## config.mk

```make
export PLATFORM = sky130hd
export DESIGN_NAME = magic_packet_detector_unit
export DESIGN_NICKNAME = d
export VERILOG_FILES = /design/src/rtl/mpd_pkg.sv /design/src/rtl/magic_packet_detector_unit.sv /design/src/rtl/mpd_cell.sv /design/src/rtl/mpd_window.sv
export SDC_FILE = /design/constraint.sdc
export NUM_CORES = 2
export LEC_CHECK = 0
export BUFFER_PORTS_ARGS = -buffer_cell sky130_fd_sc_hd__buf_2
export CAP_MARGIN = 20
export CELL_PAD_IN_SITES_DETAIL_PLACEMENT = 0
export CELL_PAD_IN_SITES_GLOBAL_PLACEMENT = 1
export CORE_MARGIN = 2
export CORE_UTILIZATION = 38
export CTS_CLUSTER_DIAMETER = 40
export DETAILED_ROUTE_END_ITERATION = 12
export GPL_ROUTABILITY_DRIVEN = 0
export PLACE_DENSITY = 0.62
export SLEW_MARGIN = 20
export SYNTH_ARGS = -nofsm -noshare
export SYNTH_HDL_FRONTEND = slang
export SYNTH_SLANG_ARGS = --single-unit
```

## constraint.sdc

```tcl
create_clock -name aclk -period 103.1 [get_ports aclk]
set_clock_uncertainty 0.2 [all_clocks]
set_input_delay 10.31 -clock aclk [delete_from_list [all_inputs] [get_ports aclk]]
set_output_delay 10.31 -clock aclk [all_outputs]
set_load 0.02 [all_outputs]
```

## src/rtl/mpd_pkg.sv

```systemverilog
package mpd_pkg;

    localparam int NUM_HOSTS = 4;
    localparam int MAX_FRAME = 2048;
    localparam int REPEATS   = 16;

    localparam int HOST_REGS = 4;
    localparam int MAC_LEN   = 6;
    localparam int HDR_LEN   = 14;
    localparam int WIN_LEN   = (REPEATS + 1) * MAC_LEN;
    localparam int POS_W     = $clog2(MAX_FRAME + 1);
    localparam int MAC_W     = 8 * MAC_LEN;
    localparam int HOST_W    = 2;
    localparam int COUNT_W   = 3;
    localparam int CFG_IDX_W = 3;

    localparam logic [7:0] SYNC_BYTE = 8'hFF;

    typedef enum logic [CFG_IDX_W-1:0] {
        CFG_HOST_MAC_A  = 3'd0,
        CFG_HOST_MAC_B  = 3'd1,
        CFG_HOST_MAC_C  = 3'd2,
        CFG_HOST_MAC_D  = 3'd3,
        CFG_HOST_COUNT  = 3'd4
    } cfg_index_t;

    typedef logic [NUM_HOSTS-1:0][7:0] host_bytes_t;
    typedef logic [NUM_HOSTS-1:0]      host_flags_t;
    typedef logic [MAC_W-1:0]          mac_t;
    typedef mac_t [HOST_REGS-1:0]      mac_table_t;

endpackage

```

## src/rtl/magic_packet_detector_unit.sv

```systemverilog
// Result: the frame's last word is held in the pending stage, and the result word is registered
// from it once any earlier result word has been taken by m_tready.
// Throughput: one frame word per cycle while s_tready is high; the 102-cell byte window shifts
// one byte per accepted word past the header, and each cell registers its match flags.
// Reset: aresetn is synchronous and active low; it clears the host registers, frame state
// and handshake state. The window cells are not reset, since a frame refills them first.
module magic_packet_detector_unit (
    input  logic                           aclk,
    input  logic                           aresetn,
    input  logic                           s_tvalid,
    output logic                           s_tready,
    input  logic [7:0]                     s_tdata,   // frame_byte[7:0]
    input  logic                           s_tlast,   // frame_end
    output logic                           m_tvalid,
    input  logic                           m_tready,
    output logic [7:0]                     m_tdata,   // wake_found, host_index[1:0], zeros
    input  logic                           cfg_valid,
    output logic                           cfg_ready,
    input  logic [mpd_pkg::CFG_IDX_W-1:0]  cfg_index,
    input  logic [mpd_pkg::MAC_W-1:0]      cfg_data
);
    import mpd_pkg::*;

    mac_table_t           mac_reg, mac_next;
    logic [COUNT_W-1:0]   count_reg, count_next;
    logic [POS_W-1:0]     pos_reg, pos_next;
    logic                 bcast_reg, bcast_next;
    logic                 pend_valid_reg, pend_valid_next;
    logic                 pend_end_reg, pend_end_next;
    logic                 pend_test_reg, pend_test_next;
    logic                 latch_reg, latch_next;
    logic [HOST_W-1:0]    host_reg, host_next;
    logic                 out_valid_reg, out_valid_next;
    logic                 out_found_reg, out_found_next;
    logic [HOST_W-1:0]    out_idx_reg, out_idx_next;

    logic                 accept;
    logic                 stall;
    logic                 live;
    logic                 shift_en;
    logic                 bcast_upd;
    logic                 test_en;
    host_flags_t          hit;
    host_flags_t          hit_en;
    logic                 hit_any;
    logic [HOST_W-1:0]    hit_idx;
    logic                 found;
    logic [HOST_W-1:0]    found_idx;

    mpd_window u_window (
        .aclk     (aclk),
        .shift_en (shift_en),
        .din      (s_tdata),
        .host_mac (mac_reg),
        .hit      (hit)
    );

    assign stall     = pend_valid_reg & pend_end_reg & out_valid_reg & ~m_tready;
    assign s_tready  = ~stall;
    assign accept    = s_tvalid & s_tready;
    assign cfg_ready = 1'b1;
    assign live      = (pos_reg < POS_W'(MAX_FRAME));
    assign shift_en  = accept & live & (pos_reg >= POS_W'(HDR_LEN));
    assign bcast_upd = bcast_reg &
                       ~(live & (pos_reg < POS_W'(MAC_LEN)) & (s_tdata != SYNC_BYTE));
    assign test_en   = live & bcast_upd & (pos_reg >= POS_W'(HDR_LEN + WIN_LEN - 1));

    always_comb begin
        hit_idx = '0;
        for (int h = 0; h < NUM_HOSTS; h++) begin
            hit_en[h] = hit[h] & (COUNT_W'(h) < count_reg);
        end
        for (int h = NUM_HOSTS - 1; h >= 0; h--) begin
            if (hit_en[h]) begin
                hit_idx = HOST_W'(h);
            end
        end
        hit_any = pend_test_reg & (|hit_en);
    end

    assign found     = latch_reg | hit_any;
    assign found_idx = latch_reg ? host_reg : (hit_any ? hit_idx : '0);

    always_comb begin
        mac_next        = mac_reg;
        count_next      = count_reg;
        pos_next        = pos_reg;
        bcast_next      = bcast_reg;
        pend_valid_next = pend_valid_reg;
        pend_end_next   = pend_end_reg;
        pend_test_next  = pend_test_reg;
        latch_next      = latch_reg;
        host_next       = host_reg;
        out_valid_next  = out_valid_reg;
        out_found_next  = out_found_reg;
        out_idx_next    = out_idx_reg;

        if (cfg_valid) begin
            unique case (cfg_index)
                CFG_HOST_MAC_A: mac_next[0] = cfg_data;
                CFG_HOST_MAC_B: mac_next[1] = cfg_data;
                CFG_HOST_MAC_C: mac_next[2] = cfg_data;
                CFG_HOST_MAC_D: mac_next[3] = cfg_data;
                CFG_HOST_COUNT: count_next  = cfg_data[COUNT_W-1:0];
                default: ;
            endcase
        end

        if (out_valid_reg && m_tready) begin
            out_valid_next = 1'b0;
        end

        if (!stall) begin
            if (pend_valid_reg) begin
                if (pend_end_reg) begin
                    out_valid_next = 1'b1;
                    out_found_next = found;
                    out_idx_next   = found_idx;
                    latch_next     = 1'b0;
                    host_next      = '0;
                end else if (!latch_reg && hit_any) begin
                    latch_next = 1'b1;
                    host_next  = hit_idx;
                end
            end
            pend_valid_next = accept;
        end

        if (accept) begin
            pend_end_next  = s_tlast;
            pend_test_next = test_en;
            if (s_tlast) begin
                pos_next   = '0;
                bcast_next = 1'b1;
            end else begin
                bcast_next = bcast_upd;
                if (live) begin
                    pos_next = pos_reg + 1'b1;
                end
            end
        end
    end

    always_ff @(posedge aclk) begin
        if (!aresetn) begin
            mac_reg        <= '0;
            count_reg      <= '0;
            pos_reg        <= '0;
            bcast_reg      <= 1'b1;
            pend_valid_reg <= 1'b0;
            pend_end_reg   <= 1'b0;
            pend_test_reg  <= 1'b0;
            latch_reg      <= 1'b0;
            host_reg       <= '0;
            out_valid_reg  <= 1'b0;
            out_found_reg  <= 1'b0;
            out_idx_reg    <= '0;
        end else begin
            mac_reg        <= mac_next;
            count_reg      <= count_next;
            pos_reg        <= pos_next;
            bcast_reg      <= bcast_next;
            pend_valid_reg <= pend_valid_next;
            pend_end_reg   <= pend_end_next;
            pend_test_reg  <= pend_test_next;
            latch_reg      <= latch_next;
            host_reg       <= host_next;
            out_valid_reg  <= out_valid_next;
            out_found_reg  <= out_found_next;
            out_idx_reg    <= out_idx_next;
        end
    end

    assign m_tvalid = out_valid_reg;
    assign m_tdata  = {5'b0, out_idx_reg, out_found_reg};

    assert property (@(posedge aclk) disable iff (!aresetn)
        (out_valid_reg && !out_found_reg) |-> (out_idx_reg == '0))
        else $error("host index nonzero on a word without a wake hit");

    assert property (@(posedge aclk) disable iff (!aresetn)
        pos_reg <= POS_W'(MAX_FRAME))
        else $error("byte position ran past the frame limit");

    assert property (@(posedge aclk) disable iff (!aresetn)
        $rose(out_valid_reg) |-> $past(pend_valid_reg && pend_end_reg))
        else $error("result word issued without a frame end");

    assert property (@(posedge aclk) disable iff (!aresetn)
        (pend_valid_reg && pend_test_reg) |-> (pos_reg == '0 || !pend_end_reg
            || pos_reg <= POS_W'(MAX_FRAME)))
        else $error("pattern test pending in an inconsistent frame state");

endmodule

```

## src/rtl/mpd_cell.sv

```systemverilog
module mpd_cell (
    input  logic                 aclk,
    input  logic                 shift_en,
    input  logic [7:0]           din,
    input  mpd_pkg::host_bytes_t expect_bytes,
    output logic [7:0]           dout,
    output mpd_pkg::host_flags_t match
);
    import mpd_pkg::*;

    logic [7:0]  byte_reg;
    host_flags_t match_reg;
    host_flags_t match_next;

    always_comb begin
        for (int h = 0; h < NUM_HOSTS; h++) begin
            match_next[h] = (din == expect_bytes[h]);
        end
    end

    always_ff @(posedge aclk) begin
        if (shift_en) begin
            byte_reg  <= din;
            match_reg <= match_next;
        end
    end

    assign dout  = byte_reg;
    assign match = match_reg;

endmodule

```

## src/rtl/mpd_window.sv

```systemverilog
module mpd_window (
    input  logic                aclk,
    input  logic                shift_en,
    input  logic [7:0]          din,
    input  mpd_pkg::mac_table_t host_mac,
    output mpd_pkg::host_flags_t hit
);
    import mpd_pkg::*;

    logic [7:0]     chain [WIN_LEN+1];
    host_flags_t    flags [WIN_LEN];
    host_bytes_t    expect_bytes [WIN_LEN];
    logic [WIN_LEN-1:0] column [NUM_HOSTS];

    assign chain[WIN_LEN] = din;

    for (genvar k = 0; k < WIN_LEN; k++) begin : g_cell
        for (genvar h = 0; h < NUM_HOSTS; h++) begin : g_exp
            if (k < MAC_LEN) begin : g_sync
                assign expect_bytes[k][h] = SYNC_BYTE;
            end else begin : g_mac
                assign expect_bytes[k][h] =
                    host_mac[h][8*(MAC_LEN-1-((k-MAC_LEN)%MAC_LEN)) +: 8];
            end
            assign column[h][k] = flags[k][h];
        end

        mpd_cell u_cell (
            .aclk         (aclk),
            .shift_en     (shift_en),
            .din          (chain[k+1]),
            .expect_bytes (expect_bytes[k]),
            .dout         (chain[k]),
            .match        (flags[k])
        );
    end

    for (genvar h = 0; h < NUM_HOSTS; h++) begin : g_hit
        assign hit[h] = &column[h];
    end

endmodule
```

* Word level (Yosys, flattened, before mapping) *
Cells that the tools add are included.

word-level totals
  bits in registers = 1416
  input port bits = 65
  output and inout port bits = 11
  logic and storage cells = 678

operators by class
  $add $sub $neg = 1
  order comparisons = 8
  equal/unequal tests = 395
  muxes and demuxes = 17
  bitwise gates (word level) = 20
  reductions and logical operators = 19

operator list
  kind                   count
  $eq 8x8->1             384
  $reduce_and 102->1     4
  $eq 8x8->1 const B     6
  $mux 12                2
  $and 1x1->1            16
  $mux 2                 8
  $add 12x1->12 const B  1
  $ge 12x4->1 const B    1
  $ge 12x7->1 const B    1
  $lt 12x12->1 const B   1
  $lt 12x3->1 const B    1
  $reduce_and 2->1       6
  $ne 8x8->1 const B     1
  $mux 1                 7
  $eq 3x2->1 const B     2
  $lt 1x3->1 const A     2
  $lt 2x3->1 const A     2
  $reduce_and 3->1       2
  $reduce_bool 2->1      2
  $reduce_or 4->1        1
  $eq 3x1->1 const B     1
  $eq 3x3->1 const B     1
  $logic_not 3->1        1
  $not 1->1              3
  other kinds (3)        4

* Logic depth before layout (Yosys ltp) *
  depth in word-level cells = 8
  depth in mapped cells = 7
  gate-level depth less buffers = 7

* Cells and area by module *
Synthesis repeated with hierarchy kept, for this count alone.

second synthesis, totals
  cells, all modules = 7682
  area, all modules = 89453.3 µm²

modules (own cells, without submodules)
  module                      instances  cells an instance  area each (µm²)  seq. area each (µm²)
  mpd_cell                    102        64                 785.8            360.3
  magic_packet_detector_unit  1          1009               8411.8           4364.2
  mpd_window                  1          145                894.6            0.0

* Worst setup path before layout *
No wires, ideal clock.

  path type = input port to flip-flop
  from = input m_tready
  to = register u_window.g_cell[0].u_cell.match_reg[0], enable pin
  setup time = 4.539 ns
  data arrival time = 97.488 ns
  data required time = 98.361 ns
  path slack = 0.873 ns
  stages on the path = 3
  cell sequence = nand4b_2 nand2_4 a211oi_1

between the ends
  cells in the longest elaborated chain, start to end = 6

RTL lines
  element                     line                              source
  start: declaration          magic_packet_detector_unit.sv:15  input logic m_tready,
  $not 1->1                   magic_packet_detector_unit.sv:58  assign stall = pend_valid_reg & pend_end_reg & out_valid_reg & ~m_tready;
  $and 1x1->1                 magic_packet_detector_unit.sv:58
  $not 1->1 (no source line)  --
  $and 1x1->1                 magic_packet_detector_unit.sv:60  assign accept = s_tvalid & s_tready;
  $and 1x1->1 (2 in a row)    magic_packet_detector_unit.sv:63  assign shift_en = accept & live & (pos_reg >= POS_W'(HDR_LEN));
  net shift_en                magic_packet_detector_unit.sv:40  logic shift_en;
  end signal: assignment      mpd_cell.sv:24                    match_reg <= match_next;
  end: declaration            mpd_cell.sv:12                    host_flags_t match_reg;

The timed path passes the listed nets, and every way through them passes these cells.
A chain may end at the register's enable or synchronous reset.

* Worst setup path after layout *
  from = input m_tready
  to = output s_tready

between the ends
  cells in the longest elaborated chain, start to end = 3

RTL lines
  element                     line                              source
  $not 1->1                   magic_packet_detector_unit.sv:58
  $and 1x1->1                 magic_packet_detector_unit.sv:58
  $not 1->1 (no source line)  --
  end: declaration            magic_packet_detector_unit.sv:11  output logic s_tready,

Every way passes these cells.

==> impl_metrics.yaml <==
power_and_ir_drop:
  power.density_mw_per_mm2: 16.2
  power_switching_mw: 0.358
  power_switching_share_pct: 24.1
  power_frac_comb_pct: 3.3
  leakagePower_nw: 24.3
  power.ir.vdd_worst_uv: 14.7
  clkPwrFrac_pct: 55.0
  power_consumption_mw: 1.49
  power_frac_seq_pct: 41.8
  cellInternalPower_mw: 1.13
cts:
  tritoncts_clock_tree: "yes"
  max-clock-path-buffers: 3
  postCtsSetupRepairBufs: 0
  postCtsResizedCells: 0
  cts-root-buf: "clkbuf_16"
  clock_pin_transition_on_the_worst_setup_and_hold_timing_paths_ns: 0.06
  cts_inserted_buffers: 236
  clk-insertion-delay-late_ns: 0.91
  h-tree-depth: 4
  clock_sink_count: 1416
  postCtsHoldBufs: 0
yosys:
  synth.distinct_cells: 58
  cells_after_synthesis: 7721
  synthArstFlopShare_pct: 0
  ffs_latches_synth: 1416
  postSynth.topFlopCell: "edfxtp_1"
  ys.warnings.count: 0
  ys_seq_area_share_pct: 48.4
  post_synth_instance_area_mm2: 0.0833
  postSynthAreaPerCell_um2: 10.8
  number_of_enable_flip_flop_cells_after_synthesis: 1198
worst_hold_path:
  worst_hold_path_type: "reg2reg"
  timing.hold.worst_path_depth: 0
run:
  max_cap_violations: 0
die:
  start_util_pct: 38.3
  core.rowCount: 171
  core_region_area_mm2: 0.217
  floorplan.die_area_mm2: 0.223
  top_level_ports: 76
  die_x_um: 472
  die_height_um: 472
layout:
  fillers: 20200
  final_area_mm2: 0.0919
  largest_reg_flops: 808
  drive_gt1_share_pct: 10.7
  final_core_util_pct: 42.3
  fin_cells: 10100
  area.sequential_mm2: 0.0404
  design.final.nets: 7047
  multi_input_area_mm2: 0.0379
  layout-area-overhead-vs-synth_pct: 10.3
sta:
  setup_tns_ns: 0
  unrepaired_setup_endpoints_after_global_routing: "no"
  post_route_fraction_of_the_period_consumed_by_the_critical_path_pct: 20.8
  timing.hold.ws_ns: 0.247
  finalWorstPathRequiredPeriod_ns: 21.45
  worst_slew_pin_slew_ns: 1.12
  setup_viol: 0
  max_slew_margin_pct: 25.3
  final-max-slew-violation-count: 0
  max_freq_mhz: 46.6
  layout_setup_ws_ns: 81.65
  hold_violations: 0
detailed_routing:
  drt-initial-drc-count: 9117
  count_of_vias_placed_by_the_detailed_router: 59600
  post_drt_via_cell_ratio: 5.92
  drt_wl_total_mm: 373
  ant_nets: 0
  drt_pass_1_iters: 5
  route.detailed.drc: 0
  wl_per_cell_um: 37.1
global_routing:
  number_of_global_route_vias_before_repair: 54800
  wire_length_of_the_first_global_routing_pass_mm: 493
  grt_antenna_before_repair: 54
  grt_max_degree: 163
  global_route.overflow_total: 0
  grt_usage_pct: 32.7
placed_design:
  pre_cts_slack_ns: 81.65
  dp_hpwl_mm: 271
  count_of_placed_standard_cells_including_taps: 9597
  i_o_buffers: 69
  detailed_place.area_mm2: 0.0836
critical_path:
  startpoint_type: "input port"
  cp-end-kind: "output pin"
  setup.worst_path.class: "in2out"
  rr_worst_depth: 6
  critPathMaxFanout: 6
  worst_ep_required_time_ns: 92.59
  worst_ep_arrival_time_ns: 10.94
status:
  status: "complete, no violations"
-- path summary, 6_finish.rpt --
path	from	end	slack (ns)
hold reg to reg	u_window.g_cell[5].u_cell.dout[5]$_DFFE_PP_	u_window.g_cell[4].u_cell.dout[5]$_DFFE_PP_	0.25
hold / removal	u_window.g_cell[5].u_cell.dout[5]$_DFFE_PP_	u_window.g_cell[4].u_cell.dout[5]$_DFFE_PP_	0.25
setup reg to reg	pos_reg[11]$_SDFFE_PN0P_	u_window.g_cell[21].u_cell.dout[1]$_DFFE_PP_	97.51
setup / recovery	m_tready	s_tready	81.65
-- power by group through the flow --
stage / Clock [mW] / Sequential (mW) / Combinational (mW)
2_1_floorplan: 0 / 0.626 / 0.0384
3_3_place_gp: 0 / 0.633 / 0.0468
3_5_place_dp: 0 / 0.633 / 0.0481
4_1_cts: 0.823 / 0.621 / 0.0483
5_1_grt: 0.848 / 0.621 / 0.0518
6_report: 0.817 / 0.621 / 0.0485
-- Yosys cell counts (3+ instances only) --
cell type | n | area, µm²
a21boi_0 | 192 | 1440
a21boi_1 | 3 | 22.5
a21oi_1 | 6 | 30.0
and3_1 | 6 | 37.5
buf_1 | 698 | 2620
buf_2 | 362 | 1810
buf_4 | 8 | 60.1
clkbuf_1 | 147 | 552
clkbuf_2 | 8 | 40.0
dfxtp_1 | 218 | 4360
edfxtp_1 | 1198 | 36000
mux2i_1 | 3 | 30.0
nand2_1 | 398 | 1490
nand3_1 | 15 | 75.1
nand4_1 | 882 | 5520
nor2_1 | 410 | 1540
nor2_2 | 3 | 18.8
nor2b_1 | 6 | 37.5
nor3_1 | 7 | 35.0
nor4_1 | 21 | 131
nor4_2 | 4 | 50.1
o21ai_0 | 3 | 15.0
xnor2_1 | 3075 | 26900
xor2_1 | 7 | 61.3
-- cell type report --
class,instances,area share (%)
clock inverter,192,2.34
timing repair buffer,242,1.82
clock buffer,258,6.64
antenna,14,0.0381
tap,2854,3.89
sequential,1416,44.0
inverter,2,0.00817
multi-input combinational,5083,41.2
-- critical path, stage by stage --
cell and delay [ns]:
buf_2 0.10, nand4b_2 0.30, buf_2 0.23
-- per-layer routing --
metal	vias up	share of wire [%]	GRT usage, %
met5	-	0.080	0.173
met4	40	7.5	20.7
met3	964	12	8.94
met1	30400	38	42.4
met2	4018	42	48.1
li1	24100	-	-
-- cells in the final DEF, fill, tap and decap left out, types with 84 or more instances in the layout --
cell type / synthesis / routed
xnor2_1: 3075 / 3075
nand4_1: 882 / 882
buf_4: 8 / 170
clkbuf_16: 0 / 240
edfxtp_1: 1198 / 1198
nand2_1: 398 / 397
dfxtp_2: 0 / 84
a21boi_0: 192 / 192
dfxtp_1: 218 / 134
nor2_1: 410 / 409
-- cell families after synthesis --
family	after synthesis	synth area share, %
AO/OA/AOI/OAI	218	1.97
flip-flops	1416	48.4
other	2	0.00902
multiplexers	3	0.0361
XOR/XNOR	3082	32.4
buffers and inverters	1226	6.13
AND/OR/NAND/NOR	1773	11.0
adder cells (fa/ha/maj)	1	0.0150
Power figures use the tool's default switching activity.
